$ cat src/sv/arc_pkg.sv
// shared types, codes and sizes for the arp resolution cache
package arc_pkg;

  localparam int ENTRIES = 16;
  localparam int CNT_W   = $clog2(ENTRIES + 1);

  // input kinds
  localparam logic [1:0] KIND_RESOLVE = 2'd0;
  localparam logic [1:0] KIND_PACKET  = 2'd1;
  localparam logic [1:0] KIND_LOOKUP  = 2'd2;

  // result status codes
  localparam logic [1:0] ST_OK        = 2'd0;
  localparam logic [1:0] ST_FAIL      = 2'd1;
  localparam logic [1:0] ST_PENDING   = 2'd2;
  localparam logic [1:0] ST_NOT_FOUND = 2'd3;

  // frame requests
  localparam logic [1:0] SEND_NONE    = 2'd0;
  localparam logic [1:0] SEND_REQUEST = 2'd1;
  localparam logic [1:0] SEND_REPLY   = 2'd2;

  // arp header values
  localparam logic [15:0] ARP_HW_ETH     = 16'd1;
  localparam logic [15:0] ARP_PROTO_IPV4 = 16'h0800;
  localparam logic [7:0]  ARP_HW_LEN     = 8'd6;
  localparam logic [7:0]  ARP_PROTO_LEN  = 8'd4;
  localparam logic [15:0] ARP_OP_REQUEST = 16'd1;
  localparam logic [15:0] ARP_OP_REPLY   = 16'd2;

  // configuration register indexes
  localparam logic [1:0] CFG_LOCAL_IP      = 2'd0;
  localparam logic [1:0] CFG_LOCAL_MAC     = 2'd1;
  localparam logic [1:0] CFG_ADDRESS_VALID = 2'd2;

  typedef struct packed {
    logic [1:0]  kind;
    logic [31:0] ip;
    logic [47:0] mac;
    logic [15:0] hw_type;
    logic [15:0] proto_type;
    logic [7:0]  hw_len;
    logic [7:0]  proto_len;
    logic [15:0] opcode;
  } arc_in_t;

  typedef struct packed {
    logic [1:0]  status;
    logic [1:0]  send;
    logic [31:0] dest_ip;
    logic [47:0] dest_mac;
    logic [47:0] found_mac;
  } arc_out_t;

  // operation broadcast to every cell
  typedef enum logic [1:0] {
    CMD_IDLE,
    CMD_COMPARE,
    CMD_ALLOC,
    CMD_REPLY
  } cell_op_t;

  typedef struct packed {
    cell_op_t    op;
    logic [31:0] ip;
    logic [47:0] mac;
  } cell_cmd_t;

  // hit information handed from cell to cell
  typedef struct packed {
    logic        hit;
    logic        resolved;
    logic [47:0] mac;
  } chain_t;

endpackage

$ cat src/sv/arc_in_if.sv
// input channel of the arp resolution cache
interface arc_in_if;
  import arc_pkg::*;

  logic    valid;
  logic    ready;
  arc_in_t data;

  modport source (output valid, output data, input ready);
  modport sink (input valid, input data, output ready);
endinterface

$ cat src/sv/arc_out_if.sv
// result channel of the arp resolution cache
interface arc_out_if;
  import arc_pkg::*;

  logic     valid;
  logic     ready;
  arc_out_t data;

  modport source (output valid, output data, input ready);
  modport sink (input valid, input data, output ready);
endinterface

$ cat src/sv/arp_resolution_cache.sv
// top level of the arp resolution cache: control, result register and the row of cells
//
//  channel | kind   | handshake        | payload
//  in_ch   | sink   | valid / ready    | kind, ip, mac, hw_type, proto_type, hw_len,
//          |        |                  | proto_len, opcode
//  out_ch  | source | valid / ready    | status, send, dest_ip, dest_mac, found_mac
//  cfg_*   | write  | cfg_we           | cfg_idx, cfg_wdata
//
// each transaction: the accept cycle broadcasts the ip to every cell, which registers its
// compare; in the exec state, once the output register has room, the hit ripples down the
// cell row, the result is decided and the table is updated.
// a result held in the output register does not block the next input transaction;
// the decide cycle only waits while that register is still full.
// reset clears the fill count, the control state and address_valid; entries need no
// clearing pass since only cells below the fill count ever match.
module arp_resolution_cache (
  input  logic        clk,
  input  logic        rst_n,
  arc_in_if.sink      in_ch,
  arc_out_if.source   out_ch,
  input  logic        cfg_we,
  input  logic [1:0]  cfg_idx,
  input  logic [47:0] cfg_wdata
);
  import arc_pkg::*;

  typedef enum logic {
    S_IDLE,
    S_EXEC
  } state_t;

  state_t     state_r, state_nxt;
  logic       out_valid_r, out_valid_nxt;
  arc_out_t   out_data_r, out_data_nxt;
  logic [CNT_W-1:0] count_r, count_nxt;
  arc_in_t    item_r;
  logic       addr_valid_r;

  logic       in_fire;
  logic       out_free;
  cell_op_t   exec_op;
  arc_out_t   result;
  cell_cmd_t  cmd;
  logic       pkt_ok;

  logic [ENTRIES-1:0] live;
  logic [ENTRIES-1:0] sel_new;
  logic [ENTRIES-1:0] hits;
  chain_t             chain_w [ENTRIES+1];

  assign in_ch.ready  = (state_r == S_IDLE);
  assign in_fire      = in_ch.valid && in_ch.ready;
  assign out_free     = !out_valid_r || out_ch.ready;
  assign out_ch.valid = out_valid_r;
  assign out_ch.data  = out_data_r;

  // only address_valid changes behaviour; local ip and mac writes are not stored by this
  // block
  always_ff @(posedge clk) begin
    if (!rst_n) begin
      addr_valid_r <= 1'b0;
    end else if (cfg_we && (cfg_idx == CFG_ADDRESS_VALID)) begin
      addr_valid_r <= cfg_wdata[0];
    end
  end

  // row of cells
  assign chain_w[0] = '0;

  for (genvar i = 0; i < ENTRIES; i++) begin : g_cell
    assign live[i]    = count_r > CNT_W'(i);
    assign sel_new[i] = count_r == CNT_W'(i);

    arc_cell u_cell (
      .clk       (clk),
      .cmd       (cmd),
      .live      (live[i]),
      .sel_new   (sel_new[i]),
      .chain_in  (chain_w[i]),
      .chain_out (chain_w[i+1]),
      .hit       (hits[i])
    );
  end

  assign pkt_ok = (item_r.hw_type == ARP_HW_ETH) && (item_r.proto_type == ARP_PROTO_IPV4)
               && (item_r.hw_len == ARP_HW_LEN) && (item_r.proto_len == ARP_PROTO_LEN);

  // decide the result and the table update from the hit chain
  always_comb begin
    result  = '0;
    exec_op = CMD_IDLE;
    case (item_r.kind)
      KIND_RESOLVE: begin
        if (!addr_valid_r) begin
          result.status = ST_FAIL;
        end else if (chain_w[ENTRIES].hit) begin
          result.status = ST_OK;
        end else if (count_r >= CNT_W'(ENTRIES)) begin
          // table full
          result.status = ST_FAIL;
        end else begin
          exec_op        = CMD_ALLOC;
          result.send    = SEND_REQUEST;
          result.dest_ip = item_r.ip;
        end
      end
      KIND_PACKET: begin
        if (pkt_ok && (item_r.opcode == ARP_OP_REQUEST)) begin
          // answer without checking the target address
          result.send     = SEND_REPLY;
          result.dest_ip  = item_r.ip;
          result.dest_mac = item_r.mac;
        end else if (pkt_ok && (item_r.opcode == ARP_OP_REPLY)) begin
          exec_op = CMD_REPLY;
        end
      end
      KIND_LOOKUP: begin
        if (!chain_w[ENTRIES].hit) begin
          result.status = ST_NOT_FOUND;
        end else if (chain_w[ENTRIES].resolved) begin
          result.status    = ST_OK;
          result.found_mac = chain_w[ENTRIES].mac;
        end else begin
          result.status = ST_PENDING;
        end
      end
      default: begin
      end
    endcase
  end

  // command broadcast to the cells
  always_comb begin
    cmd.op  = CMD_IDLE;
    cmd.ip  = item_r.ip;
    cmd.mac = item_r.mac;
    if ((state_r == S_IDLE) && in_fire) begin
      cmd.op = CMD_COMPARE;
      cmd.ip = in_ch.data.ip;
    end else if ((state_r == S_EXEC) && out_free) begin
      cmd.op = exec_op;
    end
  end

  always_comb begin
    state_nxt     = state_r;
    out_valid_nxt = out_valid_r;
    out_data_nxt  = out_data_r;
    count_nxt     = count_r;
    if (out_valid_r && out_ch.ready) begin
      out_valid_nxt = 1'b0;
    end
    unique case (state_r)
      S_IDLE: begin
        if (in_fire) begin
          state_nxt = S_EXEC;
        end
      end
      S_EXEC: begin
        if (out_free) begin
          state_nxt     = S_IDLE;
          out_valid_nxt = 1'b1;
          out_data_nxt  = result;
          if (exec_op == CMD_ALLOC) begin
            count_nxt = count_r + CNT_W'(1);
          end
        end
      end
      default: begin
        state_nxt = S_IDLE;
      end
    endcase
  end

  always_ff @(posedge clk) begin
    if (!rst_n) begin
      state_r     <= S_IDLE;
      out_valid_r <= 1'b0;
      count_r     <= '0;
    end else begin
      state_r     <= state_nxt;
      out_valid_r <= out_valid_nxt;
      count_r     <= count_nxt;
      out_data_r  <= out_data_nxt;
      if (in_fire) begin
        item_r <= in_ch.data;
      end
    end
  end

  // fill count never passes the table size
  a_count_bound: assert property (@(posedge clk) disable iff (!rst_n)
    count_r <= CNT_W'(ENTRIES))
    else $error("fill count beyond table size");

  // ips in the table are unique, so at most one cell hits
  a_single_hit: assert property (@(posedge clk) disable iff (!rst_n)
    (state_r == S_EXEC) |-> $onehot0(hits))
    else $error("more than one cell hit");

  // an accepted transaction moves on to the decide cycle
  a_accept_exec: assert property (@(posedge clk) disable iff (!rst_n)
    in_fire |=> (state_r == S_EXEC))
    else $error("accepted transaction not decided");

  // the decide cycle with room in the output register always delivers a result
  a_exec_out: assert property (@(posedge clk) disable iff (!rst_n)
    ((state_r == S_EXEC) && out_free) |=> (out_valid_r && (state_r == S_IDLE)))
    else $error("decided transaction gave no result");

endmodule

$ cat src/sv/arc_cell.sv
// one table entry of the arp cache with its compare and hit chain stage
module arc_cell (
  input  logic               clk,
  input  arc_pkg::cell_cmd_t cmd,
  input  logic               live,
  input  logic               sel_new,
  input  arc_pkg::chain_t    chain_in,
  output arc_pkg::chain_t    chain_out,
  output logic               hit
);
  import arc_pkg::*;

  logic [31:0] ip_r;
  logic [47:0] mac_r;
  logic        req_r;
  logic        res_r;
  logic        hit_r;

  always_ff @(posedge clk) begin
    case (cmd.op)
      CMD_COMPARE: begin
        hit_r <= live && (cmd.ip == ip_r);
      end
      CMD_ALLOC: begin
        if (sel_new) begin
          ip_r  <= cmd.ip;
          req_r <= 1'b1;
          res_r <= 1'b0;
        end
      end
      CMD_REPLY: begin
        if (hit_r) begin
          if (req_r) begin
            mac_r <= cmd.mac;
          end
          res_r <= 1'b1;
          req_r <= 1'b0;
        end
      end
      default: begin
      end
    endcase
  end

  // table ips are unique, so at most one cell takes over the chain
  always_comb begin
    if (hit_r) begin
      chain_out.hit      = 1'b1;
      chain_out.resolved = res_r;
      chain_out.mac      = mac_r;
    end else begin
      chain_out = chain_in;
    end
  end

  assign hit = hit_r;

endmodule
$ cat src/flat_wrapper.sv
// flat-port wrapper written by rule: the top's interface ports become plain ports
module arp_resolution_cache_flat import arc_pkg::*;
  (clk, rst_n, cfg_we, cfg_idx, cfg_wdata, in_ch_valid, in_ch_data, in_ch_ready, out_ch_valid, out_ch_data, out_ch_ready);
  arc_in_if in_ch_i ();
  arc_out_if out_ch_i ();
  input  logic clk;
  input  logic rst_n;
  input  logic cfg_we;
  input  logic [1:0] cfg_idx;
  input  logic [47:0] cfg_wdata;
  input wire logic [$bits(in_ch_i.valid)-1:0] in_ch_valid;
  input wire logic [$bits(in_ch_i.data)-1:0] in_ch_data;
  output wire logic [$bits(in_ch_i.ready)-1:0] in_ch_ready;
  output wire logic [$bits(out_ch_i.valid)-1:0] out_ch_valid;
  output wire logic [$bits(out_ch_i.data)-1:0] out_ch_data;
  input wire logic [$bits(out_ch_i.ready)-1:0] out_ch_ready;
  assign in_ch_i.valid = in_ch_valid;
  assign in_ch_i.data = in_ch_data;
  assign in_ch_ready = in_ch_i.ready;
  assign out_ch_valid = out_ch_i.valid;
  assign out_ch_data = out_ch_i.data;
  assign out_ch_i.ready = out_ch_ready;
  arp_resolution_cache u_core (.clk(clk), .rst_n(rst_n), .in_ch(in_ch_i), .out_ch(out_ch_i), .cfg_we(cfg_we), .cfg_idx(cfg_idx), .cfg_wdata(cfg_wdata));
endmodule
$ cat config.mk
export PLATFORM = sky130hd
export DESIGN_NAME = arp_resolution_cache_flat
export DESIGN_NICKNAME = d
export VERILOG_FILES = /design/src/sv/arc_pkg.sv /design/src/sv/arc_in_if.sv /design/src/sv/arc_out_if.sv /design/src/sv/arp_resolution_cache.sv /design/src/sv/arc_cell.sv /design/src/flat_wrapper.sv
export SDC_FILE = /design/constraint.sdc
export NUM_CORES = 2
export LEC_CHECK = 0
export BUFFER_PORTS_ARGS = -buffer_cell sky130_fd_sc_hd__clkbuf_2
export CORE_MARGIN = 2
export CORE_UTILIZATION = 45
export CTS_CLUSTER_DIAMETER = 60
export DETAILED_ROUTE_END_ITERATION = 7
export PLACE_DENSITY = 0.75
export SLEW_MARGIN = 20
export SYNTH_ARGS = -nofsm -noshare
export SYNTH_HDL_FRONTEND = slang
export SYNTH_HIERARCHICAL = 1
export SYNTH_SLANG_ARGS = --single-unit
$ cat constraint.sdc
create_clock -name clk -period 8.8 [get_ports clk]
set_clock_uncertainty 0.05 [all_clocks]
set_input_delay 0.88 -clock clk [delete_from_list [all_inputs] [get_ports clk]]
set_output_delay 0.88 -clock clk [all_outputs]
set_load 0.02 [all_outputs]
* Word level (Yosys, flattened, before mapping)
Cells that the tools add are included. Widths: inputs -> output; s select.
Word-level totals: register bits after elaboration 1614, bits in latches 0, RAM bits 0, bits in read-only memories 0, bits of input ports 201, output and inout port bits 134, logic and storage cells 414, memories 0
Operators by class: add/subtract/negate cells 1, multiply operators 0, div/mod/pow operators 0, magnitude comparators 17, equality and inequality tests 76, shifts and indexed selects 0, muxes and demuxes 138, bitwise operators 1, reductions and logical operators 84
Operators with widths (count):
- $mux 50 | 16
- $eq 32x32->1 | 16
- $reduce_and 3->1 | 35
- $mux 82 | 1
- $mux 1 | 70
- $mux 34 | 2
- $pmux 34 s2 | 1
- $pmux 1 s2 | 33
- $ne 2x2->1 const B | 32
- $eq 5x4->1 const B | 8
- $gt 5x4->1 const B | 8
- $reduce_and 2->1 | 18
- $mux 33 | 1
- $eq 16x1->1 const B | 2
- $mux 32 | 1
- $logic_and 1x1->1 | 26
- $mux 2 | 11
- $eq 5x3->1 const B | 4
- $gt 5x3->1 const B | 4
- $eq 16x12->1 const B | 1
- $eq 16x2->1 const B | 1
- $eq 8x3->1 const B | 2
- $eq 2x2->1 const B | 5
- $eq 5x2->1 const B | 2
- other kinds (13) | 17

* Depth between registers and ports, before layout
depth in word-level cells 24, mapped depth 24, mapped depth without buffers 22

* Modules after synthesis
Netlist, hierarchy kept.
By module, submodules not included:
- arc_cell | times used 16, cells an instance 190, area each 3470.8 sq um, sequential area each 2492.4 sq um
- arp_resolution_cache | times used 1, cells an instance 729, area each 11370.9 sq um, sequential area each 8508.2 sq um

* Least setup slack after synthesis
No wires, ideal clock.
kind register to register, start register u_core.g_cell[0].u_cell.hit_r, end register u_core.g_cell[0].u_cell.req_r, enable pin, setup time 301 ps, arrival time 8347 ps, data required time 8449 ps, path slack 103 ps, cell stages (with the launch flop) 25, buffers on the path 2, clock period less this slack 8697 ps, cells stage by stage edfxtp_1 buf_2 buf_2 or2_2 or2_2 or2_2 or2_2 or2_2 or2_2 or2_2 or2_2 or2_2 or2_2 or2_2 or2_2 or2_2 or2_2 or2_2 or2_2 nor4_1 nand4_1 o21ai_0 nand2_1 nor2_1 a21o_1
RTL lines:
- start, declared | line arc_cell.sv:17 | logic hit_r;
- start signal, assigned | line arc_cell.sv:22 | hit_r <= live && (cmd.ip == ip_r);
- end signal, assigned | line arc_cell.sv:27 | req_r <= 1'b1;
- end signal, assigned | line arc_cell.sv:37 | req_r <= 1'b0;
- end, declared | line arc_cell.sv:15 | logic req_r;

==> impl_results.md <==
- Outcome: finished clean
- Tcrit/Tclk final: approximately 90%
- Clk slew on worst S/H paths: about 0.060 ns
- Crit path max fanout: between 40 and 50
- Critical Path End Type: register
- Tot GR Track Use: between 10% and 20%
- Hpwl dp: slightly above 80 mm
- CTS Root Cell: clkbuf_16
- Post-synth EDFFs: 1606
- DR vias: approximately 33000
- Synthesized flop and latch total: 1614
- Initial DRT Pass Iterations: 5
- HP Class: input pin to register
- Library cells used by synthesis: 39
- Crit path top cell by count: or2_2
- Primary FF master, synth: edfxtp_1
- Worst setup SP type: register
- Drt drc: 0
- Area Overhead vs Synth: 14.2%
- Initial antenna violation count: 3
- TritonCTS Buffers: about 170
- Routed Antenna Nets: 0
- Async SR Flop Fraction: 0%
- Final setup TNS: 0 ns
- Worst path bufs/invs: 3
- Starting Density: 45.3%
- Placed Cells incl. Taps: 5963
- Post-layout util: between 50 and 60%
- Minimum clock period: slightly below 8 ns
- DR WL/cell: roughly 22 microns
- First-pass GRT wire length: ~210 mm
- Largest net degree at the start of global routing: 147
- Htree depth: 4
- Die span in x: between 300 and 400 microns
- CP delay by family, top: simple AND/OR/NAND/NOR gates
- Core Region: roughly 150000 sq um
- RSZ-0062 raised after global routing: no
- IO Port Bufs: about 290
- Ports: 335
- Die Y: 390 microns
- Synth Instances: between 3000 and 4000
- Syn Area/Cell: roughly 18 sq um
- Register area share after synthesis: between 70% and 80%
- Largest stage delay on the critical path: 0.65 ns
- Nets@finish: roughly 4400
- Vias in the first global route: 34700
- WL final: ~140 mm
- CTS sink cnt: ~1600
- Max-slew violations: 0
- Die ar.: approximately 150000 sq um
- Max-cap viol count: 0
- Global route overflow: 0
- VDD IR max: 0.212 mV
- Final Setup Violations: 0
- Worst-Margin Slew: ~1.1 ns
- Slew headroom: ~28%
- Post-CTS Resized: 0
- Routability cong.: a little over 0.8
- Crit path cell chain: or2_2 -> or2_2 -> or2_2 -> or2_2 -> or2_2 -> or2_2 -> or2_2 -> or2_2 -> or2_2 -> or2_2 -> or2_2 -> or2_2 -> or2_2 -> or2_2 -> or2_2 -> or2_2 -> nor4_1 -> nand4_1 -> o21ai_4 -> buf_4 -> nand2_1 -> inv_1 -> and3_2 -> buf_4
- Crit Path Category: register to register
- Layout cells sized above 1: between 30% and 40%
- Fmax: around 130 MHz
- # rows: approximately 140
- P_leak: 25.9 nW
- Hold-fix buffers at CTS: 0
- Max Root-Sink Buffers: 3
- Fin. Hold Viols: 0
- Crit path arrival time: 8.21 ns
- CTS tree: built
- Post-CTS Setup Inserts: 0
- Synthesized area: 66900 sq um
- Initial DRC Count: 2052
- CP max stage cell: buf_4
- Final Non-Filler Cells: roughly 6300
- Ys Warns: 6
- Worst EP required: 9.13 ns
- Vias per inst: about 5.3
- PD cells: 211 nW/um^2
- Clk_lat worst skew: approximately 0.8 ns
final cells by class:
type	instances	area, sq um
antenna	2	5.00
fill	11600	71300
timing repair buffer	350	2050
multi-input combinational	1964	17800
clock inverter	79	801
tap	1930	2410
inverter	105	394
clock buffer	221	4510
sequential	1614	48400
power by group:
part           switching [W]  internal (W)
clock                0.00293       0.00382
sequential         0.0000597       0.00851
combinational       0.000472      0.000337
sequential cells by signal (all words and copies together), names as in the netlist:
name                        flops
u_core/count_r                  5
u_core/item_r                  98
u_core/g_cell.u_cell/mac_r    768
u_core/state_r                  1
u_core/g_cell.u_cell/ip_r     512
u_core/out_ch.valid             1
u_core/cmd                     48
u_core/addr_valid_r             1
u_core/g_cell.u_cell/req_r     16
u_core/g_cell.u_cell/hit       16
u_core/g_cell.u_cell/res_r     16
u_core/out_ch.data            132
metal layers:
layer	share of wire, %	up-vias	wire [microns]	track usage (%)
li1	-	15200	-	-
met1	42	17000	56700	22.4
met2	52	764	70500	31.2
met3	4.0	216	5430	2.85
met4	2.6	0	3500	5.96
met5	0	-	0	0
layout by cell type (no fill, tap or decap), types with 3 or more instances in the layout:
cell type	instances
nor3_1	62
inv_1	104
clkbuf_16	170
nor3_2	25
nand3_1	34
clkbuf_8	6
xor2_1	496
o21ai_0	9
bufinv_16	6
and3_1	3
nor2_4	18
clkinv_16	8
buf_12	11
clkinv_1	35
edfxtp_1	1606
nand4_1	25
nor4_1	127
o41ai_2	28
conb_1	50
buf_4	52
nor2_1	11
clkbuf_1	45
and2_1	52
nor4b_1	10
o41ai_1	4
nand2_1	73
a21oi_1	9
dfxtp_1	8
clkbuf_2	287
a21o_1	16
and3_2	16
ha_1	5
nor2b_1	19
inv_16	3
mux2_2	816
or2_2	18
xnor2_1	17
clkinv_4	3
nor4_2	4
clkinv_2	18
cells in the mapped netlist, types with 5 or more instances:
master | number | area [sq um]
a21o_1 | 16 | 120
a21oi_1 | 9 | 45.0
and2_1 | 52 | 325
and3_1 | 20 | 125
buf_2 | 101 | 505
buf_6 | 5 | 56.3
clkbuf_1 | 26 | 97.6
dfxtp_1 | 8 | 160
edfxtp_1 | 1606 | 48200
ha_1 | 5 | 62.6
inv_1 | 104 | 390
mux2_2 | 816 | 9190
nand2_1 | 74 | 278
nand3_1 | 34 | 170
nand4_1 | 25 | 156
nor2_1 | 29 | 109
nor2b_1 | 19 | 119
nor3_1 | 62 | 310
nor3_2 | 25 | 250
nor4_1 | 127 | 795
nor4b_1 | 10 | 87.6
o21ai_0 | 11 | 55.1
o41ai_2 | 28 | 455
or2_2 | 18 | 113
xnor2_1 | 17 | 149
xor2_1 | 496 | 4340
final timing paths:
kind                                        endpoint  slack, ns                         from  cells past startpoint
setup reg to reg  u_core/g_cell[15].u_cell/mac_r[26]       0.92  u_core/g_cell[0].u_cell/hit                     24
hold / removal                     u_core/item_r[29]       0.19               in_ch_data[29]                      1
setup / recovery  u_core/g_cell[15].u_cell/mac_r[26]       0.92  u_core/g_cell[0].u_cell/hit                     24
hold reg to reg              u_core/out_ch.data[108]       0.53           u_core/item_r[124]                      2
per-stage QoR:
stage	hold slack [ns]	instance area (sq um)	total power, W	setup WS, ns
after floorplan	0.447	67100	0.00928	0.103
after detailed placement	0.509	71100	0.00955	1.02
final	0.186	76400	0.0161	0.917
after CTS	0.122	76400	0.0163	0.865
after global placement	0.488	71100	0.00953	1.16
after global routing	0.134	76400	0.0166	0.559
kinds of logic (layout without fill, tap and decap cells):
| group | after synthesis | in the layout | share of synthesized area, % |
|---|---|---|---|
| compound gates | 70 | 70 | 1.09 |
| flops | 1614 | 1614 | 72.3 |
| buf+inv | 240 | 755 | 1.59 |
| mux | 818 | 818 | 13.8 |
| other cells | 1 | 52 | 0.00561 |
| fa+ha+maj | 5 | 5 | 0.0935 |
| simple gates | 508 | 508 | 4.42 |
| xor+xnor | 513 | 513 | 6.72 |
(Power assumes the default switching activity.)
